**config.mk**
```make
export PLATFORM = sky130hd
export DESIGN_NAME = pps_field
export DESIGN_NICKNAME = d
export VERILOG_FILES = /design/src/hdl/pps_pkg.sv /design/src/hdl/pps_field.sv
export SDC_FILE = /design/constraint.sdc
export NUM_CORES = 1
export LEC_CHECK = 0
export BUFFER_PORTS_ARGS = -buffer_cell sky130_fd_sc_hd__buf_4
export CAP_MARGIN = 10
export CORE_MARGIN = 8
export CORE_UTILIZATION = 29
export DETAILED_ROUTE_END_ITERATION = 6
export PLACE_DENSITY_LB_ADDON = 0.1
export SYNTH_ARGS = -nofsm -noshare
export SYNTH_HDL_FRONTEND = slang
export SYNTH_SLANG_ARGS = --single-unit
```
**constraint.sdc**
```tcl
create_clock -name vclk -period 4.1
set_input_delay 0.41 -clock vclk [all_inputs]
set_output_delay 0.41 -clock vclk [all_outputs]
set_load 0.005 [all_outputs]
```
**src/hdl/pps_pkg.sv**
```systemverilog
package pps_pkg;

    localparam int ENTRY_COUNT = 4096;
    localparam int MAX_WIDTH   = 8;
    localparam int SLOT_COUNT  = 256;
    localparam int WORD_COUNT  = ENTRY_COUNT * MAX_WIDTH / 32;

    localparam int POS_W   = 12;
    localparam int CODE_W  = 16;
    localparam int CNT_W   = 13;
    localparam int SLOT_W  = 8;
    localparam int LEN_W   = 9;
    localparam int WIDTH_W = 4;
    localparam int WADDR_W = 10;

    localparam logic [1:0] OP_SET  = 2'd0;
    localparam logic [1:0] OP_FILL = 2'd1;
    localparam logic [1:0] OP_READ = 2'd2;
    localparam logic [1:0] OP_OPT  = 2'd3;

    localparam logic [1:0] ST_CHANGED   = 2'd0;
    localparam logic [1:0] ST_UNCHANGED = 2'd1;
    localparam logic [1:0] ST_REJECTED  = 2'd2;
    localparam logic [1:0] ST_OVERFLOW  = 2'd3;

    localparam logic CFG_AIR   = 1'b0;
    localparam logic CFG_LIMIT = 1'b1;

    typedef struct packed {
        logic [31:0]        word;
        logic [WIDTH_W-1:0] width;
        logic [POS_W-1:0]   position;
        logic [SLOT_W-1:0]  value;
    } t_field_req;

    typedef struct packed {
        logic [SLOT_W-1:0]  field;
        logic [31:0]        word;
        logic [WADDR_W-1:0] addr;
        logic               last;
    } t_field_rsp;

    function automatic logic [WIDTH_W-1:0] fitting_width(input logic [LEN_W-1:0] n);
        logic [WIDTH_W-1:0] w;
        if (n <= LEN_W'(2)) begin
            w = WIDTH_W'(1);
        end else if (n <= LEN_W'(4)) begin
            w = WIDTH_W'(2);
        end else if (n <= LEN_W'(16)) begin
            w = WIDTH_W'(4);
        end else begin
            w = WIDTH_W'(MAX_WIDTH);
        end
        return w;
    endfunction

endpackage

```
**src/hdl/pps_field.sv**
```systemverilog
module pps_field
    import pps_pkg::*;
(
    input  t_field_req i_req,
    output t_field_rsp o_rsp
);

    logic [1:0]  sh;
    logic [14:0] bitpos;
    logic [4:0]  off;
    logic [31:0] mask;

    always_comb begin
        if (i_req.width[3]) begin
            sh = 2'd3;
        end else if (i_req.width[2]) begin
            sh = 2'd2;
        end else if (i_req.width[1]) begin
            sh = 2'd1;
        end else begin
            sh = 2'd0;
        end
    end

    assign bitpos = {3'b000, i_req.position} << sh;
    assign off    = bitpos[4:0];
    assign mask   = (32'd1 << i_req.width) - 32'd1;

    assign o_rsp.addr  = bitpos[14:5];
    assign o_rsp.field = SLOT_W'((i_req.word >> off) & mask);
    assign o_rsp.word  = (i_req.word & ~(mask << off))
                       | ((32'(i_req.value) & mask) << off);
    assign o_rsp.last  = ({1'b0, off} + {2'b00, i_req.width}) == 6'd32;

endmodule

```
After elaboration in Yosys (flattened, before gate mapping)
Index checks and enable logic that the tools add are counted.
- bits in registers: 0
- bits in latches: 0
- RAM bits: 0
- bits in read-only memories: 0
- bits of input ports: 56
- output and inout port bits: 51
- logic and storage cells: 16
- memories kept: 0
- add/sub/neg operators: 2
- $mul: 0
- divide/modulo/power cells: 0
- order comparisons: 0
- equal/unequal tests: 1
- shift operators: 5
- mux-type cells: 3
- bitwise operators: 5
- reduce and logical (&&, ||, !) cells: 0
- operators with widths (cell ; count):
    left shift 32 x 5 -> 32 bit ; 2
    AND 32 bit ; 1
    AND 8 x 32 -> 32 bit ; 1
    inverter 32 bit ; 1
    bitwise OR 32 bit ; 1
    left shift 1 x 4 -> 32 bit (first input constant) ; 1
    >> shifter 32 x 5 -> 8 bit ; 1
    subtractor 32 x 1 -> 32 bit (second input constant) ; 1
    left shift 12 x 2 -> 15 bit ; 1
    AND 8 bit ; 1
    adder 5 x 4 -> 6 bit ; 1
    == test 6 bit (second input constant) ; 1
    2-to-1 mux 2 bit ; 2
    2-to-1 mux 1 bit ; 1

Longest topological paths before layout
Gate-level depths: netlist of the first run.
- depth in word-level cells: 8
- depth in mapped cells: 13
- depth with buffers taken out: 9

Least setup slack after synthesis of the first run
No wires, ideal clock.
- path type: in2out
- start point: in i_req[22] (netlist name)
- end point: out o_rsp[30] (netlist name)
- arrival time: 2706 ps
- required time: 3690 ps
- setup slack: 984 ps
- cell stages on the path: 11
- buffers on the path: 2
- cells stage by stage: buf_2 > clkbuf_1 > nor2_1 > nand2_1 > ha_1 > or3b_2 > mux2i_1 > a211oi_1 > a221o_1 > a21oi_1 > o21a_1
- RTL lines (element ; RTL line ; RTL):
    start: declaration ; pps_field.sv:4 ; input t_field_req i_req,
    end: declaration ; pps_field.sv:5 ; output t_field_rsp o_rsp

==> metrics.txt, run 1 <==
Initial Utilization 0.299; portion of the post-synthesis area used by sequential elements 0; number of instances resized during post-cts repair 0; cells traversed along the worst timing path buf_4 > nor2_1 > nand2_1 > ha_1 > and2_1 > a32oi_1 > nor2_1 > a31oi_1 > a21oi_1 > a22o_1 > buf_4; Min-Delay Path Class input port to output pin; timing-limited maximum frequency 261 MHz; Post-DP HPWL 18500 um; peak supply drop 69.7 uV; final global-route overflow total 0; routability-driven placement congestion ratio 0.933; 1st-iter DRT viols 659; WL final 23800 um; width of the die between 100 and 150 um; critical path endpoint category output pin; remaining max-slew budget at the tightest pin 0.361; hold endpoint o_rsp[10]; Synth Net Count between 600 and 700; overall via count from detail_route 5726; overall power after layout 794 uW; Avg WL per Cell 27.2 um; crit path buf inv count 2; Worst Max-Slew Pin Slew 0.959 ns; wire length of the first global-routing pass 35400 um; floorplan die height ~130 um; 1st-pass router iterations 7; cell with the largest stage delay on the worst path ha_1; synthesized area per cell about 6.4 um^2; Worst path max stage delay 0.47 ns; initial antenna violation count 0; final hold violations 0; Antenna Cells 0; Seq cells 0; number of maximum-capacitance constraint violations 0; floorplan die area 0.0177 mm^2; buffer count from post-CTS setup fixing 0; critical hold path startpoint i_req[19]; buffers added on ports 107; min Tclk post-route 3.84 ns; number of library cell types mapped by synthesis 77; total global-route track usage 0.254; Crit path arrival time between 3 and 4 ns; number of instances on the worst hold path 3; maximum number of pins on one net before global-route repair 53; number of slew-limit violations in the final report 0; ratio of cells with drive above 1 in the final layout 0.247; # DRC 0; number of primary I/O pins 107; outcome finished clean; library cell occupying the most area in the post-synthesis netlist mux2i_1; total negative slack for setup checks 0 ns; number of warnings printed during yosys synthesis 0; final worst-path cycle share 0.936; fin nets 765; Core Rows 42; via count of the first global-routing pass 5562; proportion of netlist area held by the largest area contributor 0.123; antenna-violating nets left 0; power density over the cells 158 mW/mm^2; timing startpoint of the critical path i_req[23]; via density per instance 6.54; sort of element at the start of the critical path input port; unrepaired setup endpoints after global routing false; clkbuf count 0; top area cells in the synthesized netlist mux2i_1 (12%), o21ai_0 (6.9%), nand2_1 (6.4%); CP Data Required Time 3.69 ns; delay-heaviest family, CP compound AO/OA/AOI/OAI gates; maximum fanout along the worst path 24; hold_buf cts 0; area used by sequential logic in the layout 0 um^2; Placeable Area 0.0133 mm^2; number of failing setup endpoints in the final timing report 0; leakage component of the power 0.00225 uW; summed instance area of the synthesized netlist between 0.003 and 0.004 mm^2; Syn-to-layout area delta 26.6%; count of mapped cells out of synthesis 617; type of the setup path with the least slack input port to output pin
## tightest hold or removal path, delay by kind of cell
kind,cells,cell delay (ns)
AND/OR/NAND/NOR,1,0.11
buffers and inverters,2,0.19
## report_power, final
part	internal [uW]	switching, uW
logic	329	466
registers	0	0
clock network	0	0
total	329	466
## worst max-delay path by stage
stage | end | slack (ns) | depth (start not counted)
5_1_grt | o_rsp[40] | 0.17 | 11
6_report | o_rsp[40] | 0.26 | 11
3_3_place_gp | o_rsp[40] | 0.34 | 11
3_5_place_dp | o_rsp[24] | 0.40 | 11
4_1_cts | o_rsp[24] | 0.40 | 11
2_1_floorplan | o_rsp[30] | 0.98 | 11
## per-layer routing
layer	track usage	routed length (um)	part of all wire	up-vias
met5	0	0	0	-
met4	0.0826	811	0.034	0
met3	0.0481	2460	0.10	47
met2	0.404	10600	0.45	350
met1	0.336	9900	0.42	2765
li1	-	-	-	2564
## Yosys cell counts, types with 11 or more instances
cell	instances
o21ai_0	55
nor3_1	18
o211ai_1	12
a21oi_1	34
nor2_1	41
nand2_1	68
and2_1	11
a31oi_1	15
a211oi_1	11
inv_1	14
mux2_2	11
mux2i_1	49
buf_2	18
nand3_1	36
clkbuf_1	35
## layout by cell type, fill, tap and decap left out, types with 6 or more instances in the layout
cell / instances
a31oi_1: 15
o21a_1: 8
o221ai_1: 9
buf_4: 140
o31ai_1: 6
a21o_1: 8
mux2_2: 11
and2_1: 11
o211ai_1: 12
inv_1: 14
nand2_1: 68
and3_1: 7
a211oi_1: 11
nor3_1: 18
nand2b_1: 8
o2bb2ai_1: 8
a21oi_1: 34
nor2b_1: 9
nor2_1: 41
o22ai_1: 7
o21ai_0: 55
ha_1: 6
nand3_1: 36
mux2i_1: 49
## cell type report
type                       count  area, um^2
fill                        1497        8260
multi-input combinational    539        3630
timing repair buffer         143        1110
tap                          176         220
inverter                      18        67.6
## cells by family (layout without fill, tap and decap cells)
group / after synthesis / after routing / synth area share
AOI/OAI and AO/OA: 238 / 238 / 0.423
xor gates and xnor gates: 3 / 3 / 0.00661
adders and majority gates: 7 / 7 / 0.0239
buffers and inverters: 78 / 161 / 0.0860
muxes: 65 / 65 / 0.181
and+or+nand+nor: 226 / 226 / 0.279
## metrics by stage
step	util	area (um^2)	hold WS (ns)	cells	worst slack, ns
after floorplan	-	3970	0.917	617	0.984
after global placement	0.378	5030	1.12	876	0.341
after detailed placement	0.378	5030	1.13	876	0.403
after CTS	0.378	5030	1.13	876	0.396
after global routing	0.378	5030	1.16	876	0.171
final	0.378	5030	1.13	876	0.264
No activity file was read; power rests on OpenSTA's default activity.
==> inputs of run 2 (changes only) <==
GPL_TIMING_DRIVEN = 0   (was not set)
==> run 2 against run 1 <==
Net effect:
- the run now ends with design-rule violations left
- fmax fell by 3.4%
- via count rose by 7.4%
- die area did not move
- global-route usage rose by 3.8 points
- first-iteration DRC count rose by 41%
- setup slack got worse by 0.13 ns
- clock-buffer cell count did not move
- cell count rose by 2.9%
- critical path depth rose by 2
- sequential share of layout area did not move
- worst hold slack improved by 0.0027 ns
- critical path type unchanged
- critical endpoint is now o_rsp[42]
- highest routed layer unchanged
==> metrics.txt, run 2 (synthesis results as in run 1) <==
final global-route overflow total 0 (unchanged); floorplan die height 133 um (unchanged); fin nets 789 (+3.1%); wire length of the first global-routing pass 39100 um (+11%); Syn-to-layout area delta 27.6%; Crit path arrival time 3.56 ns (+0.13 ns); routability-driven placement congestion ratio 1.04 (+11%); maximum number of pins on one net before global-route repair 11 (-79%); area used by sequential logic in the layout 0 um^2 (unchanged); Core Rows 42 (unchanged); cells traversed along the worst timing path buf_4 > buf_2 > buf_2 > nor2_4 > nand2_1 > ha_4 > or3b_2 > mux2i_2 > a21oi_1 > nor2_2 > o21ai_0 > o311ai_2 > buf_4; via count of the first global-routing pass 5746 (+3.3%); final hold violations 0 (unchanged); antenna-violating nets left 0 (unchanged); timing-limited maximum frequency 252 MHz (-3.4%); most frequent cells in the layout buf_4 (109), nand2_1 (68), o21ai_0 (55); Worst Max-Slew Pin Slew 1.33 ns (+0.375 ns); CP Data Required Time 3.69 ns (about the same); Worst path max stage delay 0.47 ns (about the same); delay-heaviest family, CP simple AND/OR/NAND/NOR gates; width of the die 133 um (unchanged); floorplan die area 0.0177 mm^2 (unchanged); Min-Delay Path Class input port to output pin; via density per instance 6.82 (+4.4%); critical path endpoint category output pin; # DRC 1 (+1); initial antenna violation count 0 (unchanged); Layout Cells excl Fill 901 (+2.9%); Avg WL per Cell 30.9 um (+14%); WL final 27900 um (+17%); 1st-pass router iterations 7 (unchanged); total global-route track usage 0.292 (+0.0382); remaining max-slew budget at the tightest pin 0.101 (-0.259); type of the setup path with the least slack input port to output pin; failing checks design-rule violations; overall via count from detail_route 6149 (+7.4%); Seq cells 0 (unchanged); most common library cell in the layout ignoring fill and taps buf_4; outcome finished with violations; min Tclk post-route 3.97 ns (+0.134 ns); Placeable Area 0.0133 mm^2 (unchanged); 1st-iter DRT viols 928 (+41%); buffers added on ports 107 (unchanged); crit path buf inv count 4 (+2); Initial Utilization 0.299 (unchanged); number of maximum-capacitance constraint violations 0 (unchanged); number of primary I/O pins 107 (unchanged); maximum fanout along the worst path 10 (-58%); final worst-path cycle share 0.968 (+0.0327); sort of element at the start of the critical path input port; cell with the largest stage delay on the worst path or3b_2; unrepaired setup endpoints after global routing false; ratio of cells with drive above 1 in the final layout 0.243 (-0.00405); number of slew-limit violations in the final report 0 (unchanged); number of failing setup endpoints in the final timing report 0 (unchanged); clkbuf count 0 (unchanged); fill count 1489 (-0.53%); placed instance count 900 (+2.7%); Post-DP HPWL 22100 um (+19%)
run 2: cell types whose count changed in the layout (fill, tap and decap cells not counted), moves of 2 or more:
cell	before	now
buf_12	3	0
buf_2	0	18
buf_4	140	109
buf_6	0	3
clkbuf_1	0	30
clkbuf_2	0	6
nor2_1	41	36
nor2_2	0	3
nor2_4	0	2
run 2: path summary, 6_finish.rpt:
kind | slack [ns] | cells after the start | start | to
worst max-delay path | 0.13 | 13 | i_req[21] | o_rsp[42]
worst min-delay path | 1.13 | 4 | i_req[18] | o_rsp[9]
run 2: final cells by class:
type                            count  area [um^2]  share of cell area
Antenna cell                        1         2.50            0.000493
Buffer                             59          278              0.0548
Inverter                           18         67.6              0.0133
Multi-Input combinational cell    539         3690               0.728
Tap cell                          176          220              0.0434
Timing Repair Buffer              108          811               0.160
run 2: per-stage QoR:
stage	hold WS, ns	setup WS, ns	TNS [ns]	util	area (um^2)
2_1_floorplan	0.917	0.984	0	-	3970
6_report	1.13	0.130	0	0.381	5070
5_1_grt	1.17	0.0113	0	0.381	5070
3_5_place_dp	1.13	-0.311	-2.46	0.376	5000
3_3_place_gp	1.13	-0.352	-3.73	0.376	5000
4_1_cts	1.14	0.00400	0	0.377	5020
run 2: metal layers:
layer / global-route usage / vias up / wire length (um)
met5: 0 / - / 0
met4: 0.138 / 0 / 1530
met3: 0.0549 / 102 / 3150
met2: 0.446 / 496 / 11900
met1: 0.386 / 2945 / 11300
li1: - / 2606 / -
run 2: what timing repair did:
item | in CTS | in global routing
hold buffers | 0 | 0
endpoints found under the setup margin | 17 | 23
resized for setup | 8 | 15
buffers inserted | 0 | 1
pin swaps | 0 | 2
==> inputs of run 3 (changes only) <==
clock period = 4.3 ns   (was 4.1 ns; I/O delays follow)
==> run 3 against run 2 <==
Net effect:
- the run still ends with design-rule violations left
- final area fell by 0.94%
- clock-buffer cell count unchanged
- utilization down 0.36 points
- sequential share of layout area did not move
- flip-flop and latch count unchanged
- setup slack worse by 0.059 ns
- global-route usage barely moved
- routed wire length hardly changed
- non-clock buffer count unchanged
- critical path depth is 1 higher
- worst hold slack better by 0.043 ns
- die area did not move
==> metrics.txt, run 3 (synthesis results as in run 1) <==
outcome finished with violations; failing checks design-rule violations; number of slew-limit violations in the final report 0 (unchanged); ratio of cells with drive above 1 in the final layout 0.231 (-0.0124); final worst-path cycle share 0.984; fin nets 789 (unchanged); total negative slack for setup checks 0 ns (unchanged); Initial Utilization 0.299 (unchanged); Crit path arrival time 3.80 ns (+0.24 ns); Core Rows 42 (unchanged); Seq cells 0 (unchanged); number of failing setup endpoints in the final timing report 0 (unchanged); min Tclk post-route 4.23 ns; total global-route track usage 0.292 (about the same); Avg WL per Cell 30.9 um (about the same); type of the setup path with the least slack input port to output pin; CP Data Required Time 3.87 ns (+0.18 ns); WL final 27800 um (about the same); fill count 1490 (+0.067%); Syn-to-layout area delta 26.4%; via count of the first global-routing pass 5740 (-0.10%); timing startpoint of the critical path i_req[21]; initial antenna violation count 0 (unchanged); most frequent cells in the layout buf_4 (108), nand2_1 (68), o21ai_0 (55); number of maximum-capacitance constraint violations 0 (unchanged); Worst path max stage delay 0.43 ns (-0.04 ns); Min-Delay Path Class input port to output pin; cells traversed along the worst timing path buf_4 > buf_2 > buf_2 > nor2_4 > nand2_1 > ha_2 > buf_1 > clkbuf_2 > xnor2_1 > o211ai_1 > o21bai_1 > o22a_1 > o21ai_0 > buf_4; number of primary I/O pins 107 (unchanged); via density per instance 6.82 (about the same); timing-limited maximum frequency roughly 240 MHz; most common library cell in the layout ignoring fill and taps buf_4; maximum fanout along the worst path 10 (unchanged); area used by sequential logic in the layout 0 um^2 (unchanged); floorplan die height 133 um (unchanged); remaining max-slew budget at the tightest pin 0.125 (+0.0242); final global-route overflow total 0 (unchanged); buffers added on ports 107 (unchanged); Post-DP HPWL 22100 um (unchanged); clkbuf count 0 (unchanged); width of the die 133 um (unchanged); unrepaired setup endpoints after global routing false; maximum number of pins on one net before global-route repair 11 (unchanged); # DRC 2 (+1); wire length of the first global-routing pass 39100 um (unchanged); floorplan die area 0.0177 mm^2 (unchanged); Worst Max-Slew Pin Slew 1.30 ns (-0.0358 ns); buffer count from post-CTS setup fixing 0 (unchanged); hold_buf cts 0 (unchanged); endpoint of the most critical setup path o_rsp[23]; critical path endpoint category output pin; 1st-pass router iterations 7 (unchanged); 1st-iter DRT viols 999 (+7.7%); antenna-violating nets left 0 (unchanged); overall via count from detail_route 6147 (-0.033%); routability-driven placement congestion ratio 1.04 (unchanged); multi-input gate area in the final layout 0.00365 mm^2 (-1.2%); final hold violations 0 (unchanged); cell with the largest stage delay on the worst path o211ai_1; sort of element at the start of the critical path input port; Placeable Area 0.0133 mm^2 (unchanged)
[run 3: worst min path at each step]
stage | depth (start not counted) | endpoint | slack [ns] | startpoint
6_report | 4 | o_rsp[9] | 1.17 | i_req[18]
5_1_grt | 4 | o_rsp[9] | 1.21 | i_req[18]
4_1_cts | 4 | o_rsp[9] | 1.18 | i_req[18]
3_5_place_dp | 4 | o_rsp[9] | 1.17 | i_req[18]
3_3_place_gp | 4 | o_rsp[9] | 1.17 | i_req[18]
2_1_floorplan | 2 | o_rsp[26] | 0.96 | i_req[39]
[run 3: layout make-up]
| class | instances | share of cell area |
|---|---|---|
| inverters | 18 | 0.0134 |
| repair buffers | 107 | 0.160 |
| plain buffers | 60 | 0.0558 |
| well taps | 176 | 0.0438 |
| diodes | 1 | 0.000498 |
| multi-input cells | 539 | 0.727 |
[run 3: worst max-delay path: cells and delay by family]
family                   cells  cell delay, ns
buffers and inverters        6            1.48
XOR/XNOR                     1            0.20
AO/OA/AOI/OAI                4            1.21
adder cells (fa/ha/maj)      1            0.20
AND/OR/NAND/NOR              2            0.28
[run 3: timing repair]
item | CTS | global route
endpoints found under the setup margin | 9 | 12
resized for setup | 4 | 8
pin swaps | 0 | 0
[run 3: metrics by stage]
stage / instances / utilization / cell area [um^2] / worst slack (ns) / hold slack, ns
after floorplan: 617 / - / 3970 / 1.14 / 0.957
after global placement: 900 / 0.376 / 5000 / -0.192 / 1.17
after detailed placement: 900 / 0.376 / 5000 / -0.151 / 1.17
after CTS: 900 / 0.377 / 5010 / 0.0617 / 1.18
after global routing: 900 / 0.378 / 5020 / 0.0146 / 1.21
final: 901 / 0.378 / 5020 / 0.0706 / 1.17
[run 3: layer usage]
layer | global-route usage | wire [um] | up-vias
li1 | - | - | 2607
met1 | 0.387 | 11200 | 2955
met2 | 0.447 | 11800 | 487
met3 | 0.0553 | 3230 | 98
met4 | 0.135 | 1560 | 0
met5 | 0 | 0 | -
